### src/pi3w_pkg.sv
// ----------------------------------------------------------------------------
// pi3w_pkg: shared types and constants for the three-mode PI controller
// Holds the payload structs of both channels, the command codes, the
// configuration register indexes and the fixed per-mode limits.
// ----------------------------------------------------------------------------
package pi3w_pkg;

    // Command codes carried in the input beat
    localparam logic [1:0] CMD_START  = 2'd0;
    localparam logic [1:0] CMD_PUSH   = 2'd1;
    localparam logic [1:0] CMD_RESET  = 2'd2;
    localparam logic [1:0] CMD_UNUSED = 2'd3;

    // Configuration register indexes
    localparam logic [2:0] REG_GAINS_START  = 3'd0;
    localparam logic [2:0] REG_GAINS_PUSH   = 3'd1;
    localparam logic [2:0] REG_GAINS_RESET  = 3'd2;
    localparam logic [2:0] REG_LIMIT_START  = 3'd3;
    localparam logic [2:0] REG_LIMIT_PUSH   = 3'd4;
    localparam logic [2:0] REG_WINDOW_RESET = 3'd5;

    localparam int CFG_IDX_W  = 3;
    localparam int CFG_DATA_W = 32;

    // Datapath widths
    localparam int ERR_W  = 25;   // setpoint - feedback
    localparam int INTG_W = 25;   // stored Q.8 integral
    localparam int ACC_W  = 42;   // products and sums
    localparam int FRAC_W = 8;    // Q.8 fraction bits

    // Integration windows, integral clamp of reset mode (output units)
    localparam logic [ERR_W-1:0] WIN_START       = 25'd300;
    localparam logic [ERR_W-1:0] WIN_PUSH        = 25'd8000;
    localparam logic [15:0]      INT_CLAMP_RESET = 16'd1000;

    // Output limits
    localparam logic signed [14:0] OUT_LIM_START = 15'sd8000;
    localparam logic signed [14:0] OUT_LIM_PUSH  = 15'sd16000;
    localparam logic signed [14:0] OUT_LIM_RESET = 15'sd6000;

    typedef struct packed {
        logic [1:0]         command;
        logic signed [23:0] feedback;
        logic signed [23:0] setpoint;
    } in_beat_t;

    typedef struct packed {
        logic signed [14:0] drive;
        logic               out_clipped;
    } out_beat_t;

endpackage

### src/three_mode_pi_with_integral_window_top.sv
// ----------------------------------------------------------------------------
// three_mode_pi_with_integral_window_top: three-mode PI current controller
// Each input beat names a mode (start, push, reset) and carries setpoint and
// feedback. The block forms the error, a proportional term, a windowed and
// clamped per-mode integral, and a saturated drive value with a clip flag.
//
// Use:
//   s_valid/s_ready/s_data  input beats (command, feedback, setpoint).
//   m_valid/m_ready/m_data  result beats (drive, out_clipped), one per input.
//   cfg_we/cfg_index/cfg_wdata  gain, clamp and window registers; write
//   them only while no beat is in flight.
// Path: a beat accepted into the input register has its result captured
//   in the result register and presented on m_valid (two-register path).
// Throughput: one beat per cycle unless m_ready stalls a held result.
//   The whole computation (two 25x17 multiplies, integral add and clamp,
//   sum and saturation) sits between the input register and the result
//   register, and the per-mode integral is read and written in the same
//   cycle, so consecutive beats of one mode chain without a gap.
// Reset: aresetn (synchronous, active low) clears the valid flags, all
//   configuration registers and all three integrals.
// Stall: while m_ready is low and a result is held, the input register
//   keeps one beat and s_ready drops once it is occupied; nothing is lost.
// ----------------------------------------------------------------------------
module three_mode_pi_with_integral_window_top (
    input  logic                                aclk,
    input  logic                                aresetn,
    input  logic                                s_valid,
    output logic                                s_ready,
    input  pi3w_pkg::in_beat_t                  s_data,
    output logic                                m_valid,
    input  logic                                m_ready,
    output pi3w_pkg::out_beat_t                 m_data,
    input  logic                                cfg_we,
    input  logic [pi3w_pkg::CFG_IDX_W-1:0]      cfg_index,
    input  logic [pi3w_pkg::CFG_DATA_W-1:0]     cfg_wdata
);
    import pi3w_pkg::*;

    // Configuration registers
    logic [31:0] gains_start_reg, gains_push_reg, gains_reset_reg;
    logic [15:0] limit_start_reg, limit_push_reg, window_reset_reg;

    // Pipeline registers
    logic      in_valid_reg;
    in_beat_t  in_data_reg;
    logic      out_valid_reg;
    out_beat_t out_data_reg;
    out_beat_t out_data_next;

    // Per-mode integrals
    logic signed [INTG_W-1:0] integ_reg [3];
    logic signed [INTG_W-1:0] integ_next;

    // Handshake
    logic stage_adv;
    logic fire;

    // Datapath
    logic [31:0]              gains_sel;
    logic signed [16:0]       kp_s, ki_s;
    logic signed [INTG_W-1:0] integ_cur;
    logic signed [ERR_W-1:0]  err;
    logic [ERR_W-1:0]         mag;
    logic                     in_window;
    logic [15:0]              ilim_units;
    logic signed [ACC_W-1:0]  ilim, p_term, i_term, integ_sum, integ_clamped;
    logic signed [ACC_W-1:0]  sum, olim_pos, olim_neg, sum_shr;
    logic signed [14:0]       olim;
    logic                     mode_valid;

    assign stage_adv = !out_valid_reg || m_ready;
    assign s_ready   = !in_valid_reg || stage_adv;
    assign fire      = in_valid_reg && stage_adv;

    assign m_valid = out_valid_reg;
    assign m_data  = out_data_reg;

    // Configuration writes
    always_ff @(posedge aclk) begin
        if (!aresetn) begin
            gains_start_reg  <= '0;
            gains_push_reg   <= '0;
            gains_reset_reg  <= '0;
            limit_start_reg  <= '0;
            limit_push_reg   <= '0;
            window_reset_reg <= '0;
        end else if (cfg_we) begin
            unique case (cfg_index)
                REG_GAINS_START:  gains_start_reg  <= cfg_wdata;
                REG_GAINS_PUSH:   gains_push_reg   <= cfg_wdata;
                REG_GAINS_RESET:  gains_reset_reg  <= cfg_wdata;
                REG_LIMIT_START:  limit_start_reg  <= cfg_wdata[15:0];
                REG_LIMIT_PUSH:   limit_push_reg   <= cfg_wdata[15:0];
                REG_WINDOW_RESET: window_reset_reg <= cfg_wdata[15:0];
                default: ;
            endcase
        end
    end

    // Input register
    always_ff @(posedge aclk) begin
        if (!aresetn) begin
            in_valid_reg <= 1'b0;
        end else if (s_ready) begin
            in_valid_reg <= s_valid;
        end
    end

    always_ff @(posedge aclk) begin
        if (s_valid && s_ready) begin
            in_data_reg <= s_data;
        end
    end

    // Mode selection of gains, limits and the stored integral
    always_comb begin
        mode_valid = 1'b1;
        gains_sel  = gains_start_reg;
        ilim_units = limit_start_reg;
        olim       = OUT_LIM_START;
        integ_cur  = integ_reg[0];
        unique case (in_data_reg.command)
            CMD_START: begin
                gains_sel  = gains_start_reg;
                ilim_units = limit_start_reg;
                olim       = OUT_LIM_START;
                integ_cur  = integ_reg[0];
            end
            CMD_PUSH: begin
                gains_sel  = gains_push_reg;
                ilim_units = limit_push_reg;
                olim       = OUT_LIM_PUSH;
                integ_cur  = integ_reg[1];
            end
            CMD_RESET: begin
                gains_sel  = gains_reset_reg;
                ilim_units = INT_CLAMP_RESET;
                olim       = OUT_LIM_RESET;
                integ_cur  = integ_reg[2];
            end
            CMD_UNUSED: begin
                mode_valid = 1'b0;
            end
            default: begin
                mode_valid = 1'b0;
            end
        endcase
    end

    // Error, magnitude and window test
    assign err = ERR_W'(in_data_reg.setpoint) - ERR_W'(in_data_reg.feedback);
    assign mag = err[ERR_W-1] ? ERR_W'(-err) : ERR_W'(err);

    always_comb begin
        unique case (in_data_reg.command)
            CMD_START: in_window = (mag <= WIN_START);
            CMD_PUSH:  in_window = (mag <= WIN_PUSH);
            CMD_RESET: in_window = (mag < ERR_W'(window_reset_reg));
            default:   in_window = 1'b0;
        endcase
    end

    // Gain products (Q.8)
    assign kp_s   = {1'b0, gains_sel[31:16]};
    assign ki_s   = {1'b0, gains_sel[15:0]};
    assign p_term = err * kp_s;
    assign i_term = err * ki_s;

    // Windowed integral with clamp to +-limit
    assign ilim      = ACC_W'({ilim_units, {FRAC_W{1'b0}}});
    assign integ_sum = in_window ? (ACC_W'(integ_cur) + i_term) : '0;

    always_comb begin
        if (integ_sum > ilim) begin
            integ_clamped = ilim;
        end else if (integ_sum < -ilim) begin
            integ_clamped = -ilim;
        end else begin
            integ_clamped = integ_sum;
        end
    end

    assign integ_next = integ_clamped[INTG_W-1:0];

    // Output sum and saturation
    assign sum      = p_term + ACC_W'(integ_next);
    assign olim_pos = ACC_W'(olim) <<< FRAC_W;
    assign olim_neg = -olim_pos;
    assign sum_shr  = sum >>> FRAC_W;

    always_comb begin
        out_data_next = '0;
        if (mode_valid) begin
            priority if (sum > olim_pos) begin
                out_data_next.drive       = olim;
                out_data_next.out_clipped = 1'b1;
            end else if (sum < olim_neg) begin
                out_data_next.drive       = -olim;
                out_data_next.out_clipped = 1'b1;
            end else begin
                out_data_next.drive       = sum_shr[14:0];
                out_data_next.out_clipped = 1'b0;
            end
        end
    end

    // Integral store update
    always_ff @(posedge aclk) begin
        if (!aresetn) begin
            integ_reg[0] <= '0;
            integ_reg[1] <= '0;
            integ_reg[2] <= '0;
        end else if (fire) begin
            unique case (in_data_reg.command)
                CMD_START: integ_reg[0] <= integ_next;
                CMD_PUSH:  integ_reg[1] <= integ_next;
                CMD_RESET: integ_reg[2] <= integ_next;
                default: ;
            endcase
        end
    end

    // Result register
    always_ff @(posedge aclk) begin
        if (!aresetn) begin
            out_valid_reg <= 1'b0;
        end else if (stage_adv) begin
            out_valid_reg <= in_valid_reg;
        end
    end

    always_ff @(posedge aclk) begin
        if (fire) begin
            out_data_reg <= out_data_next;
        end
    end

    // ------------------------------------------------------------------
    // Assertions
    // ------------------------------------------------------------------
    // A clipped result always carries one of the mode limits
    a_clip_at_limit: assert property (@(posedge aclk) disable iff (!aresetn)
        (m_valid && m_data.out_clipped) |->
            (m_data.drive == OUT_LIM_START || m_data.drive == -OUT_LIM_START ||
             m_data.drive == OUT_LIM_PUSH  || m_data.drive == -OUT_LIM_PUSH ||
             m_data.drive == OUT_LIM_RESET || m_data.drive == -OUT_LIM_RESET))
        else $error("clipped drive not at a mode limit");

    // Drive never exceeds the widest output limit
    a_drive_range: assert property (@(posedge aclk) disable iff (!aresetn)
        m_valid |-> (m_data.drive <= OUT_LIM_PUSH && m_data.drive >= -OUT_LIM_PUSH))
        else $error("drive out of range");

    // With no result pending the input side is never blocked
    a_no_false_stall: assert property (@(posedge aclk) disable iff (!aresetn)
        !m_valid |-> s_ready)
        else $error("s_ready low without a pending result");

    // Reset-mode integral stays within its fixed clamp
    a_reset_integ_clamp: assert property (@(posedge aclk) disable iff (!aresetn)
        (integ_reg[2] <= INTG_W'($signed({INT_CLAMP_RESET, {FRAC_W{1'b0}}})) &&
         integ_reg[2] >= -INTG_W'($signed({INT_CLAMP_RESET, {FRAC_W{1'b0}}}))))
        else $error("reset-mode integral beyond clamp");

    // An unused command leaves every integral unchanged
    a_unused_keeps_state: assert property (@(posedge aclk) disable iff (!aresetn)
        (fire && in_data_reg.command == CMD_UNUSED) |=>
            ($stable(integ_reg[0]) && $stable(integ_reg[1]) && $stable(integ_reg[2])))
        else $error("unused command changed an integral");

endmodule

### config.mk
export PLATFORM = sky130hd
export DESIGN_NAME = three_mode_pi_with_integral_window_top
export DESIGN_NICKNAME = d
export VERILOG_FILES = /design/src/pi3w_pkg.sv /design/src/three_mode_pi_with_integral_window_top.sv
export SDC_FILE = /design/constraint.sdc
export NUM_CORES = 2
export LEC_CHECK = 0
export ABC_AREA = 1
export ABC_CLOCK_PERIOD_IN_PS = 19900
export BUFFER_PORTS_ARGS = -buffer_cell sky130_fd_sc_hd__buf_2
export CORE_MARGIN = 1
export CORE_UTILIZATION = 55
export CTS_CLUSTER_SIZE = 8
export DETAILED_ROUTE_END_ITERATION = 12
export GPL_ROUTABILITY_DRIVEN = 0
export PLACE_DENSITY = 0.77
export SLEW_MARGIN = 0
export SYNTH_ARGS = -nofsm -noshare
export SYNTH_HDL_FRONTEND = slang
export SYNTH_SLANG_ARGS = --single-unit
### constraint.sdc
create_clock -name aclk -period 19.9 [get_ports aclk]
set_input_delay 3.98 -clock aclk [delete_from_list [all_inputs] [get_ports aclk]]
set_output_delay 3.98 -clock aclk [all_outputs]
set_load 0.01 [all_outputs]
* Word-level counts from Yosys, hierarchy flattened
Memories as Yosys holds them, arrays and structs flattened.
Cells that the tools add are included.
** Word-level totals
- Bits in registers :: 212
- Bits in writable memories :: 75
- Input bits :: 90
- Word-level logic and storage cells :: 82
- Memories kept :: 1
** Operators by class
- $add $sub $neg :: 7
- Multiply operators :: 2
- Order comparisons :: 7
- Equal/unequal tests :: 8
- Mux-type cells :: 27
- Bitwise gates (word level) :: 3
- Reductions and logical operators :: 14
** Memories
- integ_reg :: depth 3, width 25, read ports 3, clocked after Yosys merged registers in 0, write ports 3, line three_mode_pi_with_integral_window_top.sv:51 : logic signed [INTG_W-1:0] integ_reg [3];
** Operators by type and width (number)
- 25-bit two-way mux :: 6
- 42-bit less-than comparator :: 2
- 25-bit by 17-bit multiplier with 42-bit output :: 2
- 32-bit case mux with 2 select lines :: 1
- 25-bit case mux with 2 select lines :: 1
- 42-bit by 25-bit adder with 42-bit output :: 1
- 42-bit adder :: 1
- 42-bit by 23-bit > comparator with 1-bit output :: 1
- 42-bit by 25-bit > comparator with 1-bit output :: 1
- 42-bit two-way mux :: 1
- 23-bit negation with 42-bit output :: 1
- 24-bit negation with 42-bit output :: 1
- 16-bit two-way mux :: 2
- 16-bit case mux with 2 select lines :: 1
- 14-bit case mux with 2 select lines :: 1
- 25-bit by 13-bit <= comparator with 1-bit output (second input constant) :: 1
- 25-bit by 9-bit <= comparator with 1-bit output (second input constant) :: 1
- 25-bit by 16-bit less-than comparator with 1-bit output :: 1
- 25-bit negation :: 1
- 24-bit by 24-bit subtractor with 25-bit output :: 1
- 15-bit negation :: 1
- 1-bit two-way mux :: 13
- 2-bit AND reduction :: 6
- 3-bit by 2-bit equality test with 1-bit output (second input constant) :: 2
- 11 further kinds :: 18

* Longest topological paths before layout
- Depth after elaboration :: 13
- Depth in mapped cells :: 96

* Least setup slack after synthesis
Ideal clock, no wire load.
- Kind :: register to register
- Start :: register in_data_reg[48] in the netlist's numbering
- End :: register out_data_reg, in the netlist m_data[14] (data pin)
- Library setup time :: 0.249 ns
- Data arrival time :: 15.058 ns
- Setup slack :: 4.592 ns
- Stages on the path, launching flop included :: 82
- Path buffers :: 8
- Period minus slack after synthesis :: 15.308 ns
- Path through :: edfxtp_1 inv_1 ha_1 clkbuf_1 clkbuf_1 clkbuf_1 o21ai_0 inv_1 clkbuf_1 nand2_1 fa_1 inv_1 fa_1 inv_1 fa_1 inv_1 fa_1 fa_1 [46 not listed] inv_1 a31oi_1 o221a_2 o2111ai_1 nand3_1 nand2_1 xor2_1 inv_1 nand4_1 nor2_1 and3_1 o21ai_1 nand2_1 clkbuf_1 nand2_1 nand3_1 nand2_1 inv_1
** Between the ends
- Cells in the longest elaborated chain, start to end :: 12
- Elaborated cells on any way between the ends :: 25
- Those cells by class :: add/sub (5); mul (2); order compare (4); eq/ne (3); mux (10); reduce/logical (1)
** Ends and longest elaborated chain
- from (decl) :: line three_mode_pi_with_integral_window_top.sv:45 : in_beat_t in_data_reg;
- from (signal assigned) :: line three_mode_pi_with_integral_window_top.sv:111 : in_data_reg <= s_data;
- 2-bit equality test or 2-bit by 1-bit equality test with 1-bit output (tied branches) :: line three_mode_pi_with_integral_window_top.sv:122, three_mode_pi_with_integral_window_top.sv:155
- 32-bit case mux with 2 select lines :: line three_mode_pi_with_integral_window_top.sv:122 : unique case (in_data_reg.command)
- 25-bit by 17-bit multiplier with 42-bit output :: line three_mode_pi_with_integral_window_top.sv:167 : assign i_term = err * ki_s;
- 42-bit adder :: line three_mode_pi_with_integral_window_top.sv:171 : assign integ_sum = in_window ? (ACC_W'(integ_cur) + i_term) : '0;
- 42-bit two-way mux :: line three_mode_pi_with_integral_window_top.sv:171
- 42-bit less-than comparator :: line three_mode_pi_with_integral_window_top.sv:176 : end else if (integ_sum < -ilim) begin
- 25-bit two-way mux :: line three_mode_pi_with_integral_window_top.sv:176
- 25-bit two-way mux :: line three_mode_pi_with_integral_window_top.sv:174 : if (integ_sum > ilim) begin
- 42-bit by 25-bit adder with 42-bit output :: line three_mode_pi_with_integral_window_top.sv:186 : assign sum = p_term + ACC_W'(integ_next);
- 42-bit less-than comparator :: line three_mode_pi_with_integral_window_top.sv:197 : end else if (sum < olim_neg) begin
- 16-bit two-way mux :: line three_mode_pi_with_integral_window_top.sv:197
- 16-bit two-way mux :: line three_mode_pi_with_integral_window_top.sv:194 : priority if (sum > olim_pos) begin
- to (signal assigned) :: line three_mode_pi_with_integral_window_top.sv:234 : out_data_reg <= out_data_next;
- to (decl) :: line three_mode_pi_with_integral_window_top.sv:47 : out_beat_t out_data_reg;
Parallel ways exist; a longest one is shown, timed or not.
A chain may end at the register's enable or synchronous reset.

* Worst setup path after layout
- Start :: register in_data_reg[48] in the netlist's numbering
- End :: register out_data_reg, in the netlist m_data[3] (data pin)
Same word-level chain as after synthesis.

==> impl_metrics.tcl <==
set metrics [dict create \
    critPathMaxStageDelay_ns 0.84 \
    finalMaxSlewViolations 0 \
    cpLargestDelayFamily "adder cells" \
    die_w_um 294.2 \
    hold_class "reg -> reg" \
    finalClockSkew_ns 0.03997 \
    grt_pass1_vias 41460 \
    yosys-top-cells-count "inv_1, nand2_1, fa_1" \
    cts_made_buffers 42 \
    start_kind "flop" \
    n_fill_cell 7394 \
    largest_reg_flops 75 \
    core.rowCount 106 \
    syn_to_final_growth_pct 6.194 \
    fmax_mhz 56.03 \
    synth_edf_count 141 \
    cts_root_buffer "clkbuf_16" \
    crit_path_end "m_data[3]$_SDFFCE_PP0P_" \
    reg2regPathDepth 74 \
    routedWlPerCell_um 20.37 \
    grt_usage_pct 34.55 \
    h-tree-depth 2 \
    ys_top_cells_by_area "fa_1, inv_1, edfxtp_1" \
    antenna_found_initial 4 \
    start_util_pct 55.85 \
    crit_top_cell "inv_1" \
    timing.final.crit_period_ns 17.85 \
    drv_cap 0 \
    dr.pass1.iters 10 \
    clock-sinks 287 \
    worstPathRequired_ns 20.24 \
    drive_above_1_share_pct 5.639 \
    cp-startpoint "in_data_reg[48]$_DFFE_PP_" \
    finalHoldViolCount 0 \
    die_y_um 294.2 \
    r2r-start "in_data_reg[48]$_DFFE_PP_" \
    dp_hpwl_um 113000 \
    finalCritPeriodShare_pct 89.69 \
    grt_pass1_wl_um 227900 \
    initialDrtViolationCount 3806 \
    ys_seq_elements 287 \
    grt_overflow 0 \
    io_buffers 107 \
    post-cts-setup-buffers 0 \
    outcome "complete, no violations" \
    mappedNetlistArea_um2 46970 \
    vias 39970 \
    clk_pin_slew_worst_paths_ns 0.06 \
    rsz0062_at_grt "false" \
    crit_fanout 49 \
    diodes 0 \
    fp.coreArea_um2 84090 \
    clkLatencyLatePin_ns 0.61 \
    synthArstFlopShare_pct 0 \
    dieArea_um2 86560 \
    yosys_most_used_dff "dfxtp_1" \
    synth.avg_cell_area_um2 7.924 \
    end_kind "flop" \
    r2r_setup_slack_ns 2.05 \
    finalSetupTns_ns 0 \
    num_io_pins 108 \
    wirelength_um 144500 \
    ant_nets 0 \
    drc_errors 0 \
    yosys_warnings 0 \
    grt_max_degree 138 \
    cp.arrival_ns 18.19 \
    crit_buf_inv 20 \
    syn-instance-count 5927 \
    holdPathStages 2 \
    ff_latch_area_um2 7157 \
    nets 7171 \
    tightestPinTransition_ns 1.400 \
    multi_input_area_um2 33840 \
    synth_top_area_share_pct 35.04 \
    cts_resized 0 \
    postCtsHoldBufs 0 \
    path_class "reg -> reg" \
    slowest_stage "inv_1" \
    clock_path_buffers 3 \
    ys_types 63 \
    setup-violations-final 0 \
    r2r_end "m_data[3]$_SDFFCE_PP0P_" \
    via_per_inst 5.635 \
    synth-seq-area-share_pct 15.24 \
    cts_tree "done" \
    synth_fp_nets 7163 \
    yosysMostFrequentCell "inv_1" \
    slew_headroom_pct 5.656 \
    yosysTopAreaCell "fa_1" \
    cp_num_cells 74 \
]
## tightest hold or removal path: stages (launching register included)
cell and delay [ns]:
dfxtp_1 0.29, inv_1 0.05, a21oi_1 0.05
## metrics by stage
step / hold slack, ns / area, µm² / setup slack [ns] / std cells / utilization [%]
2_1_floorplan: 0.4205 / 46970 / 4.592 / 5927 / -
3_3_place_gp: 0.4309 / 48650 / 2.605 / 7025 / 57.85
3_5_place_dp: 0.4402 / 48650 / 2.380 / 7025 / 57.85
4_1_cts: 0.4477 / 49870 / 2.280 / 7093 / 59.31
5_1_grt: 0.4572 / 49870 / 0.6908 / 7093 / 59.31
6_report: 0.4454 / 49870 / 2.051 / 7093 / 59.31
## cell usage in the layout (no fill, tap or decap), types with 5 or more instances in the layout
cell | Yosys | final
a21o_1 | 6 | 6
a21oi_1 | 282 | 280
a221o_1 | 5 | 5
a31oi_1 | 6 | 6
buf_2 | 9 | 106
buf_4 | 2 | 74
clkbuf_1 | 177 | 21
clkbuf_16 | 0 | 42
clkinv_1 | 7 | 7
dfxtp_1 | 146 | 146
edfxtp_1 | 141 | 141
fa_1 | 822 | 822
ha_1 | 324 | 323
inv_1 | 1345 | 1344
inv_2 | 15 | 16
nand2_1 | 1009 | 1009
nand2_2 | 38 | 38
nand2_4 | 8 | 8
nand3_1 | 162 | 162
nand3b_1 | 15 | 15
nand4_1 | 39 | 39
nor2_1 | 796 | 795
nor2_2 | 8 | 9
nor3_1 | 32 | 31
nor4_1 | 8 | 8
o211ai_1 | 13 | 13
o21ai_0 | 268 | 262
o21ai_1 | 24 | 18
o21ai_2 | 0 | 12
o21bai_1 | 9 | 9
o22ai_1 | 9 | 9
xnor2_1 | 51 | 51
xor2_1 | 68 | 68
## routing by layer
metal  GRT usage (%)  vias to the layer above  share of wire [%]
met5           1.361                        -               0.12
met1           41.66                    19120                 36
met3           12.48                      612                 13
met4           20.02                       12                7.3
li1                -                    17840                  -
met2           53.13                     2381                 43
## kinds of logic after synthesis
logic type                 synth area share (%)
AOI/OAI and AO/OA                         7.460
DFF                                       15.24
buffers and inverters                     12.84
and+or+nand+nor                           18.53
adders and majority gates                 43.67
other                                  0.007985
xor gates and xnor gates                  2.254
## area by class of cell
cell class	count	area share (%)
Clock buffer	64	2.293
Clock inverter	4	0.1706
Inverter	1369	10.31
Multi-Input combinational cell	4055	67.85
Sequential cell	287	14.35
Tap cell	1134	2.845
Timing Repair Buffer	180	2.178
## worst min-delay path by stage
| stage | start | end | slack, ns |
|---|---|---|---|
| after detailed placement | gains_push_reg[6]$_SDFFE_PN0P_ | gains_push_reg[6]$_SDFFE_PN0P_ | 0.44 |
| after global routing | limit_start_reg[5]$_SDFFE_PN0P_ | limit_start_reg[5]$_SDFFE_PN0P_ | 0.46 |
| final | gains_push_reg[4]$_SDFFE_PN0P_ | gains_push_reg[4]$_SDFFE_PN0P_ | 0.45 |
| after floorplan | limit_start_reg[5]$_SDFFE_PN0P_ | limit_start_reg[5]$_SDFFE_PN0P_ | 0.42 |
| after global placement | limit_start_reg[9]$_SDFFE_PN0P_ | limit_start_reg[9]$_SDFFE_PN0P_ | 0.43 |
| after CTS | gains_push_reg[6]$_SDFFE_PN0P_ | gains_push_reg[6]$_SDFFE_PN0P_ | 0.45 |
Power is not shown: default switching activity piles up to over one toggle a cycle in this logic, so the estimate is an artifact.
